`src/hdl/blpd_pkg.sv`:
```
package blpd_pkg;

	// field widths
	localparam int OP_W    = 2;
	localparam int LVL_W   = 8;
	localparam int IDX_W   = 4;
	localparam int TVAL_W  = 16;
	localparam int SCALE_W = 16;
	localparam int DUTY_W  = 16;
	localparam int NS_W    = 30;
	localparam int PCT_W   = 7;
	localparam int GPIO_W  = 2;
	localparam int CNT_W   = 5;
	localparam int CFG_IDX_W  = 2;
	localparam int CFG_DATA_W = 30;

	// stream packing
	localparam int IN_TDATA_W  = 32;
	localparam int IN_TUSER_W  = 2;
	localparam int OUT_TDATA_W = 64;
	localparam int O_DUTY = 0;
	localparam int O_NS   = 16;
	localparam int O_UPD  = 46;
	localparam int O_GPIO = 47;
	localparam int O_PCT  = 49;
	localparam int O_ERR  = 56;

	// divider numerators
	localparam int SHORT_W = 23;
	localparam int NUM_W   = 46;

	localparam int DEFAULT_TABLE_DEPTH = 16;

	// request kinds
	localparam logic [OP_W-1:0] OP_LOAD = 2'd0;
	localparam logic [OP_W-1:0] OP_SET  = 2'd1;
	localparam logic [OP_W-1:0] OP_READ = 2'd2;

	// enable pin actions
	localparam logic [GPIO_W-1:0] GPIO_KEEP = 2'd0;
	localparam logic [GPIO_W-1:0] GPIO_OFF  = 2'd1;
	localparam logic [GPIO_W-1:0] GPIO_ON   = 2'd2;

	// register indexes
	localparam logic [CFG_IDX_W-1:0] CFG_DUTY_SCALE  = 2'd0;
	localparam logic [CFG_IDX_W-1:0] CFG_PERIOD_NS   = 2'd1;
	localparam logic [CFG_IDX_W-1:0] CFG_TABLE_COUNT = 2'd2;
	localparam logic [CFG_IDX_W-1:0] CFG_PWM_PRESENT = 2'd3;

	localparam logic [SCALE_W-1:0] SCALE_DEFAULT = 16'd100;
	localparam logic [PCT_W-1:0]   PCT_FULL      = 7'd100;
	localparam logic [PCT_W-1:0]   ROUND_HALF    = 7'd50;
	localparam logic [PCT_W-1:0]   DELTA_INIT    = 7'd101;

endpackage

```
`src/hdl/backlight_level_to_pwm_duty.sv`:
```
// Channel   | Signals                              | Payload (lowest bit first)
// ----------+--------------------------------------+--------------------------------------------
// requests  | s_axis_tvalid/tready/tdata/tuser     | tdata: level, table_index, table_value
//           |                                      | tuser: op
// results   | m_axis_tvalid/tready/tdata           | tdata: duty, duty_ns, pwm_update,
//           |                                      |        gpio_action, current_percent, error
// registers | cfg_we, cfg_index, cfg_data          | scale, period, table count, pwm present
//
// One request at a time. Loads, reads and sets that bypass the PWM go straight to the hand-over.
// A set with n table entries walks them: per entry a table read, a 23-step percent division
// and a compare; then a 46-step on-time division and a 23-step percent division (skipped at
// level 0). Without a table, level*scale/100 is a reciprocal multiply in place of the walk.
// arst_n clears control, registers and the stored percent; the table keeps no reset.
// A held result stalls only the final hand-over; the next request waits until then.
module backlight_level_to_pwm_duty
	import blpd_pkg::*;
#(
	parameter int TABLE_DEPTH = DEFAULT_TABLE_DEPTH
) (
	input  logic                   clk,
	input  logic                   arst_n,
	// request stream
	input  logic                   s_axis_tvalid,
	output logic                   s_axis_tready,
	input  logic [IN_TDATA_W-1:0]  s_axis_tdata,  // level[7:0], table_index[11:8], table_value[27:12]
	input  logic [IN_TUSER_W-1:0]  s_axis_tuser,  // op[1:0]
	// result stream
	output logic                   m_axis_tvalid,
	input  logic                   m_axis_tready,
	output logic [OUT_TDATA_W-1:0] m_axis_tdata,  // duty[15:0], duty_ns[45:16], pwm_update[46],
	                                              // gpio_action[48:47], current_percent[55:49],
	                                              // error[56]
	// register writes
	input  logic                   cfg_we,
	input  logic [CFG_IDX_W-1:0]   cfg_index,
	input  logic [CFG_DATA_W-1:0]  cfg_data
);

	localparam int ADDR_W = (TABLE_DEPTH > 1) ? $clog2(TABLE_DEPTH) : 1;
	localparam int N_W    = ($clog2(TABLE_DEPTH + 1) > CNT_W) ? $clog2(TABLE_DEPTH + 1) : CNT_W;
	localparam int STEP_W = $clog2(NUM_W + 1);

	// divide by 100 as a multiply by ceil(2^30 / 100), exact for 23-bit numerators
	localparam int            RECIP_W     = 24;
	localparam int            RECIP_SHIFT = 30;
	localparam logic [RECIP_W-1:0] RECIP_100 = 24'd10737419;
	localparam int            LPROD_W     = SHORT_W + RECIP_W;

	// sequencer states
	localparam logic [3:0] S_IDLE = 4'd0;
	localparam logic [3:0] S_RD   = 4'd1;  // table address presented
	localparam logic [3:0] S_ENT  = 4'd2;  // entry data back, start its percent
	localparam logic [3:0] S_LVL  = 4'd3;  // no table: latch level*scale + 50
	localparam logic [3:0] S_NS   = 4'd4;  // start period*duty/scale
	localparam logic [3:0] S_PCT  = 4'd5;  // start percent of the chosen duty
	localparam logic [3:0] S_DIV  = 4'd6;  // divider running
	localparam logic [3:0] S_POST = 4'd7;  // take the quotient
	localparam logic [3:0] S_DONE = 4'd8;  // hand the result over

	// what the running division is for
	localparam logic [1:0] DV_ENT = 2'd0;
	localparam logic [1:0] DV_LVL = 2'd1;
	localparam logic [1:0] DV_NS  = 2'd2;
	localparam logic [1:0] DV_PCT = 2'd3;

	// registers
	logic [SCALE_W-1:0] scale_q;
	logic [NS_W-1:0]    period_q;
	logic [CNT_W-1:0]   count_q;
	logic               present_q;

	// control
	logic [3:0]         state_q;
	logic [PCT_W-1:0]   stored_q;
	logic               m_valid_q;
	logic [OUT_TDATA_W-1:0] m_data_q;

	// table memory
	logic [TVAL_W-1:0]  mem [TABLE_DEPTH];
	logic [TVAL_W-1:0]  rd_data_q;

	// datapath
	logic [PCT_W-1:0]   lv_q;
	logic [DUTY_W-1:0]  duty_q;
	logic [NS_W-1:0]    dns_q;
	logic               upd_q;
	logic [GPIO_W-1:0]  gpio_q;
	logic               err_q;
	logic [PCT_W-1:0]   pct_q;
	logic [PCT_W-1:0]   closest_gap_q;
	logic [DUTY_W-1:0]  best_duty_q;
	logic [DUTY_W-1:0]  ent_duty_q;
	logic [ADDR_W-1:0]  scan_idx_q;
	logic [NUM_W-1:0]   num_q;
	logic [SCALE_W-1:0] rem_q;
	logic [SCALE_W-1:0] div_q;
	logic [STEP_W-1:0]  step_q;
	logic [1:0]         dv_q;

	// request fields
	logic [OP_W-1:0]    in_op;
	logic [LVL_W-1:0]   in_level;
	logic [IDX_W-1:0]   in_idx;
	logic [TVAL_W-1:0]  in_val;
	logic [PCT_W-1:0]   in_lv;
	logic               s_accept;

	logic [SCALE_W-1:0] scale_eff;
	logic               pwm_ok;
	logic [N_W-1:0]     n_eff;
	logic               last_ent;
	logic               load_we;

	logic [DUTY_W-1:0]  ent_clamp;
	logic [DUTY_W-1:0]  pct_op;
	logic [SHORT_W-1:0] pct_num;
	logic [SHORT_W-1:0] lvl_num;
	logic [NUM_W-1:0]   ns_num;
	logic [LPROD_W-1:0] lvl_prod;

	logic [SCALE_W:0]   rem_ext;
	logic               rem_ge;
	logic [SCALE_W:0]   rem_sub;

	logic [PCT_W-1:0]   quot_pct;
	logic [PCT_W-1:0]   delta;
	logic               better;
	logic               hand_over;

	assign in_op    = s_axis_tuser[OP_W-1:0];
	assign in_level = s_axis_tdata[LVL_W-1:0];
	assign in_idx   = s_axis_tdata[LVL_W +: IDX_W];
	assign in_val   = s_axis_tdata[LVL_W + IDX_W +: TVAL_W];
	assign in_lv    = (in_level > LVL_W'(PCT_FULL)) ? PCT_FULL : in_level[PCT_W-1:0];

	assign s_axis_tready = (state_q == S_IDLE);
	assign s_accept      = s_axis_tvalid && s_axis_tready;

	// a zero scale counts as 100
	assign scale_eff = (scale_q == '0) ? SCALE_DEFAULT : scale_q;
	assign pwm_ok    = present_q && (period_q != '0);
	assign n_eff     = (N_W'(count_q) > N_W'(TABLE_DEPTH)) ? N_W'(TABLE_DEPTH) : N_W'(count_q);
	assign last_ent  = (N_W'(scan_idx_q) == n_eff - N_W'(1));
	assign load_we   = s_accept && (in_op == OP_LOAD) && (32'(in_idx) < TABLE_DEPTH);

	// numerators: percent of a duty, duty of a level, on-time
	assign ent_clamp = (rd_data_q > scale_eff) ? scale_eff : rd_data_q;
	assign pct_op    = (state_q == S_ENT) ? ent_clamp : duty_q;
	assign pct_num   = SHORT_W'(pct_op) * SHORT_W'(PCT_FULL) + SHORT_W'(scale_eff >> 1);
	assign lvl_num   = SHORT_W'(lv_q) * SHORT_W'(scale_eff) + SHORT_W'(ROUND_HALF);
	assign ns_num    = NUM_W'(period_q) * NUM_W'(duty_q);

	// level*scale + 50 over 100, taken from the latched numerator
	assign lvl_prod  = LPROD_W'(num_q[SHORT_W-1:0]) * LPROD_W'(RECIP_100);

	// one restoring step: shift in the next numerator bit, subtract when it fits
	assign rem_ext = {rem_q, num_q[NUM_W-1]};
	assign rem_ge  = (rem_ext >= {1'b0, div_q});
	assign rem_sub = rem_ext - {1'b0, div_q};

	// nearest-percent search: strict compare keeps the first entry on a tie
	assign quot_pct = num_q[PCT_W-1:0];
	assign delta    = (quot_pct > lv_q) ? (quot_pct - lv_q) : (lv_q - quot_pct);
	assign better   = (delta < closest_gap_q);

	assign hand_over = (state_q == S_DONE) && (!m_valid_q || m_axis_tready);

	// register writes
	always_ff @(posedge clk or negedge arst_n) begin
		if (!arst_n) begin
			scale_q   <= SCALE_DEFAULT;
			period_q  <= '0;
			count_q   <= '0;
			present_q <= 1'b0;
		end else if (cfg_we) begin
			case (cfg_index)
				CFG_DUTY_SCALE:  scale_q   <= cfg_data[SCALE_W-1:0];
				CFG_PERIOD_NS:   period_q  <= cfg_data[NS_W-1:0];
				CFG_TABLE_COUNT: count_q   <= cfg_data[CNT_W-1:0];
				CFG_PWM_PRESENT: present_q <= cfg_data[0];
				default: ;
			endcase
		end
	end

	// table: write on a load, read the scan address every cycle.
	// Loads and scans belong to different requests, so no access overlaps.
	always_ff @(posedge clk) begin
		if (load_we) begin
			mem[ADDR_W'(in_idx)] <= in_val;
		end
		rd_data_q <= mem[scan_idx_q];
	end

	// sequencer, stored percent and the result slot
	always_ff @(posedge clk or negedge arst_n) begin
		if (!arst_n) begin
			state_q   <= S_IDLE;
			stored_q  <= '0;
			m_valid_q <= 1'b0;
		end else begin
			// load a new result, or drop the old one once taken
			if (hand_over) begin
				m_valid_q <= 1'b1;
			end else if (m_axis_tready) begin
				m_valid_q <= 1'b0;
			end
			case (state_q)
				S_IDLE: begin
					if (s_accept) begin
						if (in_op == OP_SET && pwm_ok) begin
							state_q <= (n_eff != '0) ? S_RD : S_LVL;
						end else begin
							state_q <= S_DONE;
						end
					end
				end
				S_RD:  state_q <= S_ENT;
				S_ENT: state_q <= S_DIV;
				S_LVL: state_q <= S_POST;
				S_NS:  state_q <= S_DIV;
				S_PCT: state_q <= S_DIV;
				S_DIV: begin
					if (step_q == STEP_W'(1)) begin
						state_q <= S_POST;
					end
				end
				S_POST: begin
					case (dv_q)
						DV_ENT:  state_q <= last_ent ? S_NS : S_RD;
						DV_LVL:  state_q <= S_NS;
						DV_NS:   state_q <= (lv_q != '0) ? S_PCT : S_DONE;
						default: state_q <= S_DONE;
					endcase
				end
				S_DONE: begin
					if (hand_over) begin
						stored_q <= pct_q;
						state_q  <= S_IDLE;
					end
				end
				default: state_q <= S_IDLE;
			endcase
		end
	end

	// datapath
	always_ff @(posedge clk) begin
		case (state_q)
			S_IDLE: begin
				if (s_accept) begin
					lv_q          <= in_lv;
					duty_q        <= '0;
					dns_q         <= '0;
					upd_q         <= 1'b0;
					gpio_q        <= GPIO_KEEP;
					err_q         <= 1'b0;
					pct_q         <= stored_q;
					closest_gap_q <= DELTA_INIT;
					scan_idx_q    <= '0;
					if (in_op == OP_SET) begin
						if (pwm_ok) begin
							// percent for a nonzero level is filled in later
							upd_q  <= 1'b1;
							gpio_q <= (in_lv == '0) ? GPIO_OFF : GPIO_KEEP;
							pct_q  <= '0;
						end else begin
							gpio_q <= (in_lv == '0) ? GPIO_OFF : GPIO_ON;
							pct_q  <= (in_lv == '0) ? '0 : PCT_FULL;
							err_q  <= (in_lv != '0) && present_q;
						end
					end
				end
			end
			S_ENT: begin
				ent_duty_q <= ent_clamp;
				num_q      <= {pct_num, (NUM_W - SHORT_W)'(0)};
				rem_q      <= '0;
				div_q      <= scale_eff;
				step_q     <= STEP_W'(SHORT_W);
				dv_q       <= DV_ENT;
			end
			S_LVL: begin
				num_q <= NUM_W'(lvl_num);
				dv_q  <= DV_LVL;
			end
			S_NS: begin
				num_q  <= ns_num;
				rem_q  <= '0;
				div_q  <= scale_eff;
				step_q <= STEP_W'(NUM_W);
				dv_q   <= DV_NS;
			end
			S_PCT: begin
				num_q  <= {pct_num, (NUM_W - SHORT_W)'(0)};
				rem_q  <= '0;
				div_q  <= scale_eff;
				step_q <= STEP_W'(SHORT_W);
				dv_q   <= DV_PCT;
			end
			S_DIV: begin
				rem_q  <= rem_ge ? rem_sub[SCALE_W-1:0] : rem_ext[SCALE_W-1:0];
				num_q  <= {num_q[NUM_W-2:0], rem_ge};
				step_q <= step_q - STEP_W'(1);
			end
			S_POST: begin
				case (dv_q)
					DV_ENT: begin
						if (better) begin
							closest_gap_q <= delta;
							best_duty_q   <= ent_duty_q;
						end
						if (last_ent) begin
							duty_q <= better ? ent_duty_q : best_duty_q;
						end else begin
							scan_idx_q <= scan_idx_q + ADDR_W'(1);
						end
					end
					DV_LVL:  duty_q <= lvl_prod[RECIP_SHIFT +: DUTY_W];
					DV_NS:   dns_q  <= num_q[NS_W-1:0];
					default: pct_q  <= quot_pct;
				endcase
			end
			S_DONE: begin
				if (hand_over) begin
					m_data_q <= {(OUT_TDATA_W - O_ERR - 1)'(0), err_q, pct_q, gpio_q, upd_q,
						dns_q, duty_q};
				end
			end
			default: ;
		endcase
	end

	assign m_axis_tvalid = m_valid_q;
	assign m_axis_tdata  = m_data_q;

endmodule

```
`config.mk`:
```
export PLATFORM = sky130hd
export DESIGN_NAME = backlight_level_to_pwm_duty
export DESIGN_NICKNAME = d
export VERILOG_FILES = /design/src/hdl/blpd_pkg.sv /design/src/hdl/backlight_level_to_pwm_duty.sv
export SDC_FILE = /design/constraint.sdc
export NUM_CORES = 2
export LEC_CHECK = 0
export BUFFER_PORTS_ARGS = -buffer_cell sky130_fd_sc_hd__buf_4
export CORE_AREA = 2 2 421 423
export CTS_CLUSTER_DIAMETER = 30
export CTS_CLUSTER_SIZE = 25
export DETAILED_ROUTE_END_ITERATION = 8
export DIE_AREA = 0 0 423 425
export SLEW_MARGIN = 20
export SYNTH_ARGS = -nofsm -noshare
export SYNTH_HDL_FRONTEND = slang
export SYNTH_SLANG_ARGS = --single-unit
```
`constraint.sdc`:
```
create_clock -name clk -period 20.6 [get_ports clk]
set_clock_uncertainty 0.05 [all_clocks]
set_input_delay 3.09 -clock clk [delete_from_list [all_inputs] [get_ports clk]]
set_output_delay 3.09 -clock clk [all_outputs]
set_load 0.01 [all_outputs]
```
==> flow_summary.json <==
{
  "status": "complete, no violations",
  "grt_max_degree": 68,
  "cts.sinks": 586,
  "end_kind": "register",
  "multiInputGateArea_um2": 32900,
  "crit_top_cell": "ha_1",
  "clock_latency_ps": 770,
  "min_period_over_period": 0.422,
  "stdcell_area_um2": 62400,
  "postSynth.asyncResetShare": 0.109,
  "first_pass_iters": 5,
  "fin_nets": 6233,
  "route.top_layer_used": "met5",
  "grt_pass1_wl_um": 227000,
  "synth-adder-area-share": 0.370,
  "area_growth_pct": 15.4,
  "maxCapViolCount": 0,
  "grt_overflow": 0,
  "wl_met2_um": 73300,
  "coreArea_um2": 175000,
  "critPathLaunchType": "register",
  "numCtsBuffers": 131,
  "final_common_cell": "inv_1",
  "routed-wl-met3_um": 9030,
  "gp_congestion": 0.912,
  "ant_nets": 0,
  "finalSetupTns_ps": 0,
  "cp.arrival_ps": 9090,
  "final-seq-area_um2": 17100,
  "port_buffers": 125,
  "drtIter0Drc": 2401,
  "final_cell_mix": "inv_1, fa_1, nand2_1, ha_1, edfxtp_1",
  "synth-xor-area-share": 0.0217,
  "path_class": "reg2reg",
  "die-area_um2": 180000,
  "vias": 35900,
  "slew_headroom": 0.187,
  "ys_warn_count": 0,
  "drcViolationCount": 0,
  "drive_above_1_share": 0.122,
  "synth_cells": 4833,
  "rows": 154,
  "root_buffer": "clkbuf_16",
  "hold_path.class": "reg2reg",
  "fmax_ghz": 0.115,
  "io_pins": 137,
  "hold_viol_final": 0,
  "htree_levels": 4,
  "place_area_um2": 57800,
  "syn_area_um2": 54100,
  "rsz0062_at_grt": "false",
  "worst_pin_slew_ps": 1210,
  "post-cts-setup-buffer-count": 0,
  "synth-simple-area-share": 0.0945,
  "viasPerCell": 4.84,
  "drv_slew": 0,
  "synth_seq_cells": 586,
  "synth.distinct_cells": 91,
  "n_fill_cell": 17200,
  "dieWidth_um": 423,
  "synthMuxAreaShare": 0.0537,
  "holdBufCountCts": 0,
  "die-height_um": 425,
  "synth_top_family_by_area": "adder cells",
  "crit_slowest_cell": "o21ai_2",
  "clock_path_buffers": 3,
  "synth_edf_count": 506,
  "grt_antenna_before_repair": 16,
  "wirelength_um": 148000,
  "slowest_delay_ps": 720,
  "ctsResizeCount": 0,
  "period_needed_ps": 8690,
  "cts_tree": "built",
  "synth_ff_type": "edfxtp_1",
  "wl_per_cell_um": 19.9,
  "ys_seq_area_frac": 0.317,
  "clk_pin_slew_ps": 40,
  "initial_core_util": 0.308,
  "crit_path_max_fanout": 16,
  "dp_hpwl_um": 111000,
  "required_ps": 21000,
  "synth_compound_gate_area_share": 0.0666,
  "wl_met1_um": 57500,
  "stdcell_count": 7418,
  "grt.total_usage": 0.166,
  "grt_pass1_vias": 38300,
  "syn_avg_cell_area_um2": 11.2,
  "place_inst": 7173,
  "finalSetupViolations": 0
}
## synth_stat cells (7+ instances only)
library cell | n | share of area
xor2_1 | 42 | 0.0068
edfxtp_1 | 506 | 0.28
xnor2_1 | 92 | 0.015
nand2_1 | 551 | 0.038
mux4_2 | 80 | 0.033
nor2_1 | 175 | 0.012
fa_1 | 673 | 0.25
o21ai_1 | 11 | 0.0010
nand4_1 | 24 | 0.0028
o21ai_0 | 98 | 0.0091
a21oi_1 | 134 | 0.012
nand3b_1 | 9 | 0.0012
or3_1 | 7 | 0.00081
o221ai_1 | 8 | 0.0013
nor4_1 | 19 | 0.0022
clkbuf_1 | 177 | 0.012
dfrtp_1 | 61 | 0.028
mux2_2 | 72 | 0.015
or2_2 | 7 | 0.00081
o211ai_1 | 16 | 0.0022
a31oi_1 | 16 | 0.0019
inv_1 | 880 | 0.061
o21bai_1 | 20 | 0.0028
nor3_1 | 31 | 0.0029
dfxtp_1 | 16 | 0.0059
buf_4 | 9 | 0.0012
a22oi_1 | 31 | 0.0043
nand2b_1 | 33 | 0.0038
nand3_1 | 37 | 0.0034
ha_1 | 523 | 0.12
a211oi_1 | 19 | 0.0026
o21a_1 | 24 | 0.0033
o31ai_1 | 7 | 0.00097
nor2b_1 | 27 | 0.0031
and3_1 | 12 | 0.0014
buf_1 | 8 | 0.00056
buf_2 | 9 | 0.00083
a21o_1 | 73 | 0.010
mux2i_1 | 28 | 0.0052
and2_1 | 164 | 0.019
## cell families after synthesis
kind of cell             count (synthesis)
flip-flops                             586
other                                    1
AO/OA/AOI/OAI                          535
buffers and inverters                 1088
AND/OR/NAND/NOR                       1112
adder cells (fa/ha/maj)               1196
multiplexers                           181
XOR/XNOR                               134
## worst max-delay path: cells and delay by family, from the launching register on
kind / cells / cell delay [ps]
AO/OA/AOI/OAI: 12 / 2450
adder cells (fa/ha/maj): 6 / 2150
AND/OR/NAND/NOR: 9 / 1730
multiplexers: 2 / 740
flip-flops: 1 / 580
buffers and inverters: 3 / 370
XOR/XNOR: 2 / 310
## per-stage QoR
| step | worst slack [ps] | utilization | hold slack (ps) |
|---|---|---|---|
| after floorplan | 13500 | - | 350 |
| after global placement | 12000 | 0.329 | 355 |
| after detailed placement | 11990 | 0.329 | 355 |
| after CTS | 11930 | 0.356 | 364 |
| after global routing | 11370 | 0.356 | 367 |
| final | 11910 | 0.356 | 363 |
## cell type report
cell class / instances / share of cell area
tap: 2340 / 0.0469
sequential: 586 / 0.274
inverter: 882 / 0.0531
clock buffer: 158 / 0.0557
clock inverter: 83 / 0.0182
antenna: 4 / 0.000160
multi-input combinational: 3165 / 0.527
timing repair buffer: 200 / 0.0241
## registers in the layout (all words and copies together), names as in the netlist, 6 cells and up
signal         cells
stored_q           7
step_q             6
num_q             46
m_axis_tdata      57
rd_data_q         16
mem              256
best_duty_q       16
div_q             16
pct_q              7
dns_q             30
closest_gap_q      7
period_q          30
ent_duty_q        16
duty_q            16
rem_q             16
lv_q               7
scale_q           16
## final timing paths
check	startpoint	slack [ps]	cells past startpoint	to
worst max-delay path	scale_q[0]	11910	34	num_q[40]
max in group asynchronous	arst_n	17390	1	stored_q[0]
worst min register to register	dns_q[13]	360	0	m_axis_tdata[29]
worst max register to register	scale_q[0]	11910	34	num_q[40]
worst min-delay path	dns_q[13]	360	0	m_axis_tdata[29]
min in group asynchronous	arst_n	2410	1	period_q[21]
## metal layers
| metal | up-vias | track usage |
|---|---|---|
| met2 | 1057 | 0.285 |
| met1 | 18400 | 0.196 |
| li1 | 16200 | - |
| met5 | - | 0 |
| met4 | 8 | 0.0834 |
| met3 | 302 | 0.0336 |
Power is not shown: default switching activity piles up to over one toggle a cycle in this logic, so the estimate is an artifact.
